<file path="config.mk">
export PLATFORM = sky130hd
export DESIGN_NAME = unicode_text_normalizer_core
export DESIGN_NICKNAME = d
export VERILOG_FILES = /design/src/sv/utn_pkg.sv /design/src/sv/unicode_text_normalizer_core.sv /design/src/sv/utn_classify.sv /design/src/sv/utn_expand.sv
export SDC_FILE = /design/constraint.sdc
export NUM_CORES = 1
export LEC_CHECK = 0
export BUFFER_PORTS_ARGS = -buffer_cell sky130_fd_sc_hd__buf_2
export CORE_MARGIN = 2
export CORE_UTILIZATION = 50
export DETAILED_ROUTE_END_ITERATION = 8
export PLACE_DENSITY_LB_ADDON = 0.08
export SLEW_MARGIN = 20
export SYNTH_ARGS = -nofsm -noshare
export SYNTH_HDL_FRONTEND = slang
export SYNTH_SLANG_ARGS = --single-unit
</file>
<file path="constraint.sdc">
create_clock -name aclk -period 9 [get_ports aclk]
set_input_delay 0.9 -clock aclk [delete_from_list [all_inputs] [get_ports aclk]]
set_output_delay 0.9 -clock aclk [all_outputs]
set_load 0.05 [all_outputs]
</file>
<file path="src/sv/utn_pkg.sv">
// utn_pkg: shared types, character constants and the latin-1 fold table
// for the text normaliser core. No dependencies.

package utn_pkg;

    localparam int CODE_BITS      = 21;
    localparam int TOTAL_BITS     = 32;
    localparam int MAX_CHARS      = 5;
    localparam int RUN_BITS       = 3;
    localparam int CFG_INDEX_BITS = 2;

    // configuration register indexes
    localparam logic [CFG_INDEX_BITS-1:0] CFG_REMOVE_ENABLE  = 2'd0;
    localparam logic [CFG_INDEX_BITS-1:0] CFG_REPLACE_ENABLE = 2'd1;
    localparam logic [CFG_INDEX_BITS-1:0] CFG_FOLD_ENABLE    = 2'd2;

    // plain replacement characters
    localparam logic [CODE_BITS-1:0] CH_LF    = 21'h00000A;
    localparam logic [CODE_BITS-1:0] CH_SPACE = 21'h000020;
    localparam logic [CODE_BITS-1:0] CH_QUOTE = 21'h000022;
    localparam logic [CODE_BITS-1:0] CH_TICK  = 21'h000027;
    localparam logic [CODE_BITS-1:0] CH_DASH  = 21'h00002D;
    localparam logic [CODE_BITS-1:0] CH_DOT   = 21'h00002E;
    localparam logic [CODE_BITS-1:0] CH_SLASH = 21'h00002F;
    localparam logic [CODE_BITS-1:0] CH_WAW   = 21'h000648;

    typedef struct packed {
        logic [CODE_BITS-1:0] code_point;
        logic                 first_of_text;
    } in_item_t;

    typedef struct packed {
        logic [CODE_BITS-1:0]  out_char;
        logic                  last_of_run;
        logic [TOTAL_BITS-1:0] change_total;
    } out_item_t;

    typedef logic [MAX_CHARS-1:0][CODE_BITS-1:0] char_run_t;

    // classifier verdict for one code point
    typedef struct packed {
        logic                drop;
        logic                bump;
        logic [RUN_BITS-1:0] n;
        char_run_t           chars;
    } cls_t;

    // fold of 0xC0..0xFF: {first, second}; zero first means no fold,
    // zero second means a single letter
    function automatic logic [15:0] fold_pair(input logic [5:0] idx);
        logic [15:0] r;
        r = 16'h0000;
        case (idx)
            6'h00, 6'h01, 6'h02, 6'h03, 6'h04, 6'h05:  r = {8'h41, 8'h00};
            6'h06:                                     r = {8'h41, 8'h45};
            6'h08, 6'h09, 6'h0A, 6'h0B:                r = {8'h45, 8'h00};
            6'h0C, 6'h0D, 6'h0E, 6'h0F:                r = {8'h49, 8'h00};
            6'h11:                                     r = {8'h4E, 8'h00};
            6'h12, 6'h13, 6'h14, 6'h15, 6'h16, 6'h18:  r = {8'h4F, 8'h00};
            6'h19, 6'h1A, 6'h1B, 6'h1C:                r = {8'h55, 8'h00};
            6'h1D:                                     r = {8'h59, 8'h00};
            6'h1F:                                     r = {8'h73, 8'h73};
            6'h21, 6'h22, 6'h23, 6'h24, 6'h25:         r = {8'h61, 8'h00};
            6'h26:                                     r = {8'h61, 8'h65};
            6'h27:                                     r = {8'h63, 8'h00};
            6'h28, 6'h29, 6'h2A, 6'h2B:                r = {8'h65, 8'h00};
            6'h2C, 6'h2D, 6'h2E, 6'h2F:                r = {8'h69, 8'h00};
            6'h31:                                     r = {8'h6E, 8'h00};
            6'h32, 6'h33, 6'h34, 6'h35, 6'h36, 6'h38:  r = {8'h6F, 8'h00};
            6'h39, 6'h3A, 6'h3B, 6'h3C:                r = {8'h75, 8'h00};
            6'h3D, 6'h3F:                              r = {8'h79, 8'h00};
            default:                                   r = 16'h0000;
        endcase
        return r;
    endfunction

endpackage

</file>
<file path="src/sv/unicode_text_normalizer_core.sv">
// Text normaliser core: input register, classifier and counter, expansion
// buffer with result register. The first result of an item passes the input
// register, the expansion buffer and the result register. One item per cycle
// while the output is not stalled and each gives at most one character; an
// item of n characters gives n results, a dropped item leaves no result.
// Reset (aresetn low, synchronous) empties all stages, clears the counter
// and sets remove and replace on, fold off.

module unicode_text_normalizer_core import utn_pkg::*; #(
    parameter int COUNT_BITS = 32
) (
    input  logic                      aclk,
    input  logic                      aresetn,
    input  logic                      s_valid,
    output logic                      s_ready,
    input  in_item_t                  s_item,
    output logic                      m_valid,
    input  logic                      m_ready,
    output out_item_t                 m_item,
    input  logic                      cfg_we,
    input  logic [CFG_INDEX_BITS-1:0] cfg_index,
    input  logic [0:0]                cfg_wdata
);

    logic                  remove_en_reg, replace_en_reg, fold_en_reg;
    logic                  a_valid_reg, a_valid_next;
    in_item_t              a_item_reg;
    logic [COUNT_BITS-1:0] cnt_reg, cnt_next;
    logic [COUNT_BITS-1:0] cnt_base;
    logic [63:0]           cnt_wide;
    cls_t                  cls;
    logic                  load_ready;
    logic                  a_take;

    // configuration registers
    always_ff @(posedge aclk) begin
        if (!aresetn) begin
            remove_en_reg  <= 1'b1;
            replace_en_reg <= 1'b1;
            fold_en_reg    <= 1'b0;
        end else if (cfg_we) begin
            case (cfg_index)
                CFG_REMOVE_ENABLE:  remove_en_reg  <= cfg_wdata[0];
                CFG_REPLACE_ENABLE: replace_en_reg <= cfg_wdata[0];
                CFG_FOLD_ENABLE:    fold_en_reg    <= cfg_wdata[0];
                default: ;
            endcase
        end
    end

    utn_classify u_classify (
        .code_point (a_item_reg.code_point),
        .remove_en  (remove_en_reg),
        .replace_en (replace_en_reg),
        .fold_en    (fold_en_reg),
        .cls        (cls)
    );

    // input stage hand-off
    assign a_take  = a_valid_reg && (cls.drop || load_ready);
    assign s_ready = !a_valid_reg || a_take;

    always_comb begin
        a_valid_next = a_valid_reg;
        if (s_valid && s_ready)
            a_valid_next = 1'b1;
        else if (a_take)
            a_valid_next = 1'b0;
    end

    // saturating change counter, cleared at the start of a text
    assign cnt_base = a_item_reg.first_of_text ? '0 : cnt_reg;

    always_comb begin
        cnt_next = cnt_reg;
        if (a_take) begin
            cnt_next = cnt_base;
            if (cls.bump && cnt_base != {COUNT_BITS{1'b1}})
                cnt_next = COUNT_BITS'(cnt_base + 1'b1);
        end
    end

    assign cnt_wide = 64'(cnt_next);

    always_ff @(posedge aclk) begin
        if (!aresetn) begin
            a_valid_reg <= 1'b0;
            cnt_reg     <= '0;
        end else begin
            a_valid_reg <= a_valid_next;
            cnt_reg     <= cnt_next;
        end
        if (s_valid && s_ready)
            a_item_reg <= s_item;
    end

    utn_expand u_expand (
        .aclk       (aclk),
        .aresetn    (aresetn),
        .load_valid (a_valid_reg && !cls.drop),
        .load_n     (cls.n),
        .load_chars (cls.chars),
        .load_total (cnt_wide[TOTAL_BITS-1:0]),
        .load_ready (load_ready),
        .m_valid    (m_valid),
        .m_ready    (m_ready),
        .m_item     (m_item)
    );

endmodule

</file>
<file path="src/sv/utn_classify.sv">
// utn_classify: decides drop, replacement, fold or pass-through for one
// code point and builds the output characters. Depends on utn_pkg.

module utn_classify import utn_pkg::*; (
    input  logic [CODE_BITS-1:0] code_point,
    input  logic                 remove_en,
    input  logic                 replace_en,
    input  logic                 fold_en,
    output cls_t                 cls
);

    logic                 harmful;
    logic                 is_space;
    logic                 is_line;
    logic                 is_dash;
    logic                 is_tick;
    logic [RUN_BITS-1:0]  rep_n;
    char_run_t            rep_chars;
    logic [15:0]          fold;
    logic                 fold_hit;
    logic [CODE_BITS-1:0] c;

    assign c = code_point;

    // harmful control, format and non-character codes
    assign harmful = (c < 21'h09) || (c == 21'h0B) || (c == 21'h0C) ||
                     (c >= 21'h0E && c <= 21'h1F) ||
                     (c >= 21'h7F && c <= 21'h84) ||
                     (c >= 21'h86 && c <= 21'h9F) ||
                     (c == 21'hAD) || (c == 21'h34F) || (c == 21'h640) ||
                     (c >= 21'h206A && c <= 21'h206F) ||
                     (c >= 21'h2FF0 && c <= 21'h2FFB) ||
                     (c == 21'h303E) ||
                     (c >= 21'hFDD0 && c <= 21'hFDEF) ||
                     (c >= 21'hFE00 && c <= 21'hFE0F) ||
                     (c == 21'hFEFF) ||
                     (c >= 21'hFFF9 && c <= 21'hFFFC) ||
                     (c == 21'hFFFE) || (c == 21'hFFFF);

    assign is_space = (c == 21'hA0) || (c >= 21'h2000 && c <= 21'h200F) ||
                      (c >= 21'h202A && c <= 21'h202F) ||
                      (c >= 21'h205F && c <= 21'h2063);
    assign is_line  = (c == 21'h85) || (c == 21'h2028);
    assign is_dash  = (c >= 21'h2010 && c <= 21'h2015) || (c == 21'h2043);
    assign is_tick  = (c >= 21'h2018 && c <= 21'h201B) || (c == 21'h2032) ||
                      (c == 21'h2035);

    // replacement sequences
    always_comb begin
        rep_n     = 3'd0;
        rep_chars = '0;
        if (is_space) begin
            rep_n = 3'd1; rep_chars[0] = CH_SPACE;
        end else if (is_line) begin
            rep_n = 3'd1; rep_chars[0] = CH_LF;
        end else if (c == 21'h2029) begin
            rep_n = 3'd2; rep_chars[0] = CH_LF; rep_chars[1] = CH_LF;
        end else if (is_dash) begin
            rep_n = 3'd1; rep_chars[0] = CH_DASH;
        end else if (is_tick) begin
            rep_n = 3'd1; rep_chars[0] = CH_TICK;
        end else if (c >= 21'h201C && c <= 21'h201F) begin
            rep_n = 3'd1; rep_chars[0] = CH_QUOTE;
        end else if (c == 21'h2026) begin
            rep_n        = 3'd5;
            rep_chars[0] = CH_SPACE;
            rep_chars[1] = CH_DOT;
            rep_chars[2] = CH_DOT;
            rep_chars[3] = CH_DOT;
            rep_chars[4] = CH_SPACE;
        end else if (c == 21'h2033 || c == 21'h2036) begin
            rep_n = 3'd2; rep_chars[0] = CH_TICK; rep_chars[1] = CH_TICK;
        end else if (c == 21'h2034 || c == 21'h2037) begin
            rep_n        = 3'd3;
            rep_chars[0] = CH_TICK;
            rep_chars[1] = CH_TICK;
            rep_chars[2] = CH_TICK;
        end else if (c == 21'h2044) begin
            rep_n = 3'd1; rep_chars[0] = CH_SLASH;
        end else if (c == 21'hFEED || c == 21'hFEEE) begin
            rep_n = 3'd1; rep_chars[0] = CH_WAW;
        end
    end

    // latin-1 fold lookup
    assign fold     = fold_pair(c[5:0]);
    assign fold_hit = (c >= 21'hC0) && (c <= 21'hFF) && (fold[15:8] != 8'h00);

    // stage priority: remove, replace, fold, pass-through
    always_comb begin
        cls.drop  = 1'b0;
        cls.bump  = 1'b0;
        cls.n     = 3'd1;
        cls.chars = '0;
        cls.chars[0] = c;
        if (remove_en && harmful) begin
            cls.drop = 1'b1;
            cls.bump = 1'b1;
            cls.n    = 3'd0;
        end else if (replace_en && rep_n != 3'd0) begin
            cls.bump  = 1'b1;
            cls.n     = rep_n;
            cls.chars = rep_chars;
        end else if (fold_en && fold_hit) begin
            cls.chars[0] = {13'd0, fold[15:8]};
            if (fold[7:0] != 8'h00) begin
                cls.n        = 3'd2;
                cls.chars[1] = {13'd0, fold[7:0]};
            end
        end
    end

endmodule

</file>
<file path="src/sv/utn_expand.sv">
// utn_expand: holds the characters of one item and hands them out one per
// cycle through the result register unless stalled. Depends on utn_pkg.

module utn_expand import utn_pkg::*; (
    input  logic                  aclk,
    input  logic                  aresetn,
    input  logic                  load_valid,
    input  logic [RUN_BITS-1:0]   load_n,
    input  char_run_t             load_chars,
    input  logic [TOTAL_BITS-1:0] load_total,
    output logic                  load_ready,
    output logic                  m_valid,
    input  logic                  m_ready,
    output out_item_t             m_item
);

    char_run_t             chars_reg, chars_next;
    logic [RUN_BITS-1:0]   rem_reg, rem_next;
    logic [TOTAL_BITS-1:0] total_reg, total_next;
    logic                  m_valid_reg, m_valid_next;
    out_item_t             m_item_reg, m_item_next;
    logic                  out_adv;

    assign out_adv    = !m_valid_reg || m_ready;
    assign load_ready = (rem_reg == 3'd0) || (rem_reg == 3'd1 && out_adv);

    // emit from the head of the buffer, then reload when free
    always_comb begin
        chars_next   = chars_reg;
        rem_next     = rem_reg;
        total_next   = total_reg;
        m_valid_next = m_valid_reg;
        m_item_next  = m_item_reg;
        if (out_adv) begin
            m_valid_next = (rem_reg != 3'd0);
            if (rem_reg != 3'd0) begin
                m_item_next.out_char     = chars_reg[0];
                m_item_next.last_of_run  = (rem_reg == 3'd1);
                m_item_next.change_total = total_reg;
                chars_next = {{CODE_BITS{1'b0}}, chars_reg[MAX_CHARS-1:1]};
                rem_next   = rem_reg - 3'd1;
            end
        end
        if (load_valid && load_ready) begin
            chars_next = load_chars;
            rem_next   = load_n;
            total_next = load_total;
        end
    end

    always_ff @(posedge aclk) begin
        if (!aresetn) begin
            rem_reg     <= '0;
            m_valid_reg <= 1'b0;
        end else begin
            rem_reg     <= rem_next;
            m_valid_reg <= m_valid_next;
        end
        chars_reg  <= chars_next;
        total_reg  <= total_next;
        m_item_reg <= m_item_next;
    end

    assign m_valid = m_valid_reg;
    assign m_item  = m_item_reg;

endmodule

</file>
==> metrics.yaml, run 1 <==
setup_path:
  critical-path-slowest-cell: "or4_1"
  critPathRequiredTime_ps: 9370
  critPathArrivalTime_ps: 4930
  cp-end-kind: "flip-flop"
  critPathKind: "reg -> reg"
  cp-start-kind: "flip-flop"
  worst-r2r-setup-slack_ps: 4440
  crit_fanout: 39
  cp_common_cell: "o21ai_0"
  critPathMaxStageDelay_ps: 690
  cp_top_family: "compound AO/OA/AOI/OAI gates"
  cp_num_buf_inv: 1
  critical_path.cell_chain: "or4b_4 > or4_1 > o211ai_1 > o2111a_1 > o31a_2 > o21ai_2 > inv_2 > mux2i_2 > o21ai_0 > o21ai_0"
finish:
  drive_gt1_share_pct: 15.8
  fin_area_um2: 10700
  largest_register_ffs: 54
  syn_to_final_growth_pct: 11.8
  num-fill-cells: 1616
  n_antenna_cell: 0
  stdcell_count: 1228
  fin_nets: 1015
timing:
  rsz0062_at_grt: "no"
  finalSetupViolations: 0
  relSlewSlack_pct: 33.0
  timing.final.ws_setup_ps: 4440
  skew_ps: 10.3
  maxSlewViolCount: 0
  min_period_ps: 4560
  fmax_mhz: 219
  hold_violations: 0
  worst_slew_pin_slew_ps: 991
  finalCritPeriodShare_pct: 50.6
  tns_ps: 0
die:
  start_util_pct: 51.0
  die_area_um2: 20300
  dieHeight_um: 142
  io_pins: 86
  core_area_um2: 18800
  fp-row-count: 50
  die_x_um: 142
logic_synthesis:
  async_flop_share_pct: 0
  synth-main-ff-cell: "edfxtp_1"
  syn_area_per_cell_um2: 10.4
  ys_ff_latch: 192
  ys_top_cells_by_area: "edfxtp_1 44%, dfxtp_1 11%, nand2_1 4.3%, nand3_1 2.8%, a21oi_1 2.2%"
  synth_enable_flop_cells: 141
  yosysTopAreaCell: "edfxtp_1"
  ys_seq_area_share_pct: 54.9
  syn_inst: 924
  ys_types: 81
  yosysTopAreaCellShare_pct: 44.2
  synth_warnings: 0
  synth_nets: 958
  syn_area_um2: 9570
routing:
  wire_per_inst_um: 19.7
  via_per_inst: 6.21
  drcViolationCount: 0
  wl_um: 24200
  first_iter_violations: 813
  antenna_left: 0
  vias: 7630
  drtPass1Iterations: 6
clock_network:
  clk_latency_ps: 440
  post_cts_buffers: 0
  root_buffer: "clkbuf_16"
  hold_buffers: 0
  clockBufferDepth: 2
  path_clk_slew_ps: 80
  cts_resized: 0
  cts_buffers: 17
  htreeDepth: 4
  cts_tree: "built"
  numClockSinks: 192
placed_design:
  dp_cells: 1196
  placed_cell_area_um2: 10100
  dp_slack_ps: 4460
  dpl.hpwl_um: 16800
  portBuffers: 85
  gp_congestion: 0.945
global_routing:
  track_usage_pct: 24.6
  grt_overflow: 0
  grt_pass1_wl_um: 38500
  grt_pass1_vias: 6850
  grt_max_degree: 60
  antenna_found_initial: 0
hold_path:
  hp-class: "reg -> reg"
outcome:
  status: "complete, no violations"
job:
  max-cap-violations: 0
power_and_ir_drop:
  p_int_mw: 1.88
  p_switching_mw: 1.26
  vdd_drop_max_mv: 0.151
  seq_power_share_pct: 45.2
  p_leak_nw: 3.92
  p_comb_share_pct: 31.7
  power_mw: 3.14
  clkPwrFrac_pct: 23.2
  switching_share_pct: 40.2
  p_per_area_nw_per_um2: 293
[final timing paths]
check	start	depth (start not counted)	to
setup / recovery	a_item_reg[13]$_DFFE_PP_	10	u_classify.fold[5]$_DFF_P_
hold / removal	u_expand.total_reg[1]$_DFFE_PN_	0	u_expand.m_item[1]$_DFFE_PP_
setup reg to reg	a_item_reg[13]$_DFFE_PP_	10	u_classify.fold[5]$_DFF_P_
hold reg to reg	u_expand.total_reg[1]$_DFFE_PN_	0	u_expand.m_item[1]$_DFFE_PP_
[cell type report]
type	count	area, um2	area share, %
Multi-Input combinational cell	650	4010	37.4
Timing Repair Buffer	94	493	4.61
Clock buffer	19	433	4.05
Sequential cell	192	5260	49.1
Tap cell	234	293	2.74
Inverter	26	97.6	0.912
Clock inverter	13	124	1.16
[power groups by stage]
stage	registers [mW]	logic (mW)	clock network, mW
6_report	1.42	0.994	0.728
5_1_grt	1.45	1.06	0.778
4_1_cts	1.42	0.996	0.740
3_5_place_dp	1.44	0.994	0
3_3_place_gp	1.43	0.992	0
2_1_floorplan	1.86	0.331	0
[stage by stage]
| stage | hold slack (ps) | util (%) |
|---|---|---|
| after CTS | 415 | 57.0 |
| after detailed placement | 405 | 54.1 |
| after global routing | 425 | 57.0 |
| final | 415 | 57.0 |
| after global placement | 401 | 54.1 |
| after floorplan | 400 | - |
[Yosys cell counts (all sizes together), types with 21 or more instances]
cell and number:
edfxtp 141, nand2 110, nand3 53, dfxtp 51, nor2 47, a21oi 44
clkbuf 42, nor3 39, nor4 28, o21ai 26, and3 25, inv 24
and2 21, mux2i 21
[placed cells by master, fill, tap and decap left out, drive strengths merged, types with 6 or more instances in the layout]
| master | synthesis | layout |
|---|---|---|
| a31oi | 10 | 10 |
| nor2b | 11 | 11 |
| and4 | 6 | 6 |
| a21oi | 44 | 44 |
| nor3 | 39 | 39 |
| o21ai | 26 | 26 |
| a211oi | 17 | 17 |
| nand2b | 8 | 8 |
| dfxtp | 51 | 51 |
| buf | 14 | 94 |
| clkinv | 2 | 7 |
| clkbuf | 42 | 19 |
| nand3b | 6 | 6 |
| o31ai | 9 | 9 |
| or3 | 10 | 10 |
| o211ai | 6 | 6 |
| o2111ai | 7 | 7 |
| or2 | 8 | 8 |
| inv | 24 | 31 |
| xnor2 | 15 | 15 |
| nor4 | 28 | 28 |
| xor2 | 7 | 7 |
| nand4 | 18 | 18 |
| nor2 | 47 | 47 |
| or4 | 11 | 11 |
| edfxtp | 141 | 141 |
| and3 | 25 | 25 |
| mux2i | 21 | 21 |
| and2 | 21 | 21 |
| o31a | 6 | 6 |
| nand3 | 53 | 53 |
| nor3b | 6 | 6 |
| a21o | 10 | 10 |
| nand2 | 110 | 110 |
[cell families (layout without fill, tap and decap cells)]
logic type                 after synthesis  in the layout  share of synthesized area [%]
and+or+nand+nor                        417            417                           23.1
DFF                                    192            192                           54.9
AOI/OAI and AO/OA                      185            185                           13.7
buffers and inverters                   82            152                           3.37
xor gates and xnor gates                22             22                           2.01
muxes                                   22             22                           2.35
adders and majority gates                4              4                          0.523
[metal layers]
metal  wire length, um  track usage [%]  vias to the layer above
li1                  -                -                     3611
met4               535             8.08                        0
met3              1580             3.84                       38
met2             10100             34.3                      336
met1             12000             39.0                     3645
met5                 0                0                        -
(Power assumes the default switching activity.)
==> run 2, diff against run 1 <==
Clock period 9 ns to 3.81 ns, I/O delays scaled along.
==> metrics.yaml, run 2 (same netlist as run 1, synthesis figures left out) <==
power_and_ir_drop:
  p_per_area_nw_per_um2: 662
  p_leak_nw: 4.37
  vdd_drop_max_mv: 0.419
die:
  fp-row-count: 50
  io_pins: 86
  core_area_um2: 18800
  die_x_um: 142
  dieHeight_um: 142
  start_util_pct: 51.0
  die_area_um2: 20300
routing:
  wire_per_inst_um: 18.9
  antenna_left: 0
  wl_um: 24800
  vias: 7817
  first_iter_violations: 806
  drtPass1Iterations: 5
  via_per_inst: 5.97
  drcViolationCount: 0
setup_path:
  critPathKind: "reg -> out"
  critPathRequiredTime_ps: 3430
  crit_fanout: 10
  cp-start-kind: "flip-flop"
  critPathArrivalTime_ps: 3310
  cp-end-kind: "output pin"
global_routing:
  grt_overflow: 0
  track_usage_pct: 25.5
  grt_pass1_wl_um: 39800
  grt_pass1_vias: 7435
  grt_max_degree: 36
  antenna_found_initial: 0
clock_network:
  hold_buffers: 0
  path_clk_slew_ps: 80
  clk_latency_ps: 440
  root_buffer: "clkbuf_16"
  clockBufferDepth: 2
  htreeDepth: 4
  post_cts_buffers: 0
  cts_tree: "built"
  cts_buffers: 17
  numClockSinks: 192
finish:
  n_antenna_cell: 0
  largest_register_ffs: 54
  syn_to_final_growth_pct: 19.5
  final_cell_mix: "141 x edfxtp_1, 109 x nand2_1, 85 x buf_4"
  num-fill-cells: 1590
  layout_commonest_cell: "edfxtp_1"
  drive_gt1_share_pct: 22.9
  fin_nets: 1096
timing:
  tns_ps: 0
  finalCritPeriodShare_pct: 97.0
  relSlewSlack_pct: 56.0
  skew_ps: 13.5
  timing.final.ws_setup_ps: 116
  worst_slew_pin_slew_ps: 656
  finalSetupViolations: 0
  maxSlewViolCount: 0
  rsz0062_at_grt: "no"
  fmax_mhz: 271
  min_period_ps: 3690
  hold_violations: 0
placed_design:
  dpl.hpwl_um: 18000
  portBuffers: 85
  dp_slack_ps: 39.4
  gp_congestion: 0.929
job:
  max-cap-violations: 0
hold_path:
  hp-class: "in -> reg"
outcome:
  status: "complete, no violations"
==> run 2: timing repair <==
item	in CTS	in global routing
gates cloned	0	0
gates resized for setup	3	9
endpoints found under the setup margin	1	36
==> run 2: path summary, 6_finish.rpt <==
check,depth (start not counted),start,end,slack [ps]
worst max register to register,13,a_item_reg[18]$_DFFE_PP_,u_expand.total_reg[23]$_DFFE_PN_,130
worst min register to register,0,u_expand.total_reg[0]$_DFFE_PN_,u_expand.m_item[0]$_DFFE_PP_,410
worst max-delay path,8,a_item_reg[13]$_DFFE_PP_,s_ready,120
worst min-delay path,1,s_item[7],a_item_reg[7]$_DFFE_PP_,110
==> run 2: metrics by stage <==
step	cells	power (mW)	hold slack, ps	util [%]	instance area [um2]
CTS	1309	7.62	95.8	60.7	11400
global placement	1277	5.88	402	57.7	10800
finish	1309	7.57	108	60.9	11400
detailed placement	1277	5.91	405	57.7	10800
global route	1309	7.93	93.9	60.9	11400
floorplan	924	5.15	400	-	9580
==> run 2: worst max-delay path, cell delays in order (launching register included) <==
cell and delay, ps:
edfxtp_1 410, or4b_4 610, or4_4 590, o211ai_1 240
o2111a_1 330, o31ai_4 100, buf_4 190, nand3_1 170
buf_4 230
==> run 2: power by group <==
group	internal, mW	leakage (nW)	switching [mW]	total [mW]
clock network	0.860	0.272	0.847	1.71
registers	3.09	1.80	0.192	3.28
logic	0.615	2.30	1.97	2.58
total	4.57	4.37	3.01	7.57
==> run 2: cell type report <==
type / instances / area, um2 / area share, %
Sequential cell: 192 / 5260 / 46.0
Multi-Input combinational cell: 650 / 4060 / 35.5
Timing Repair Buffer: 175 / 1180 / 10.3
Clock buffer: 18 / 429 / 3.75
Tap cell: 234 / 293 / 2.56
Clock inverter: 14 / 124 / 1.08
Inverter: 26 / 98.8 / 0.864
==> run 2: per-layer routing <==
metal	GRT usage [%]	part of all wire, %
met5	0	0
met4	8.86	2.4
met3	5.85	7.5
met2	36.0	42
met1	38.6	48
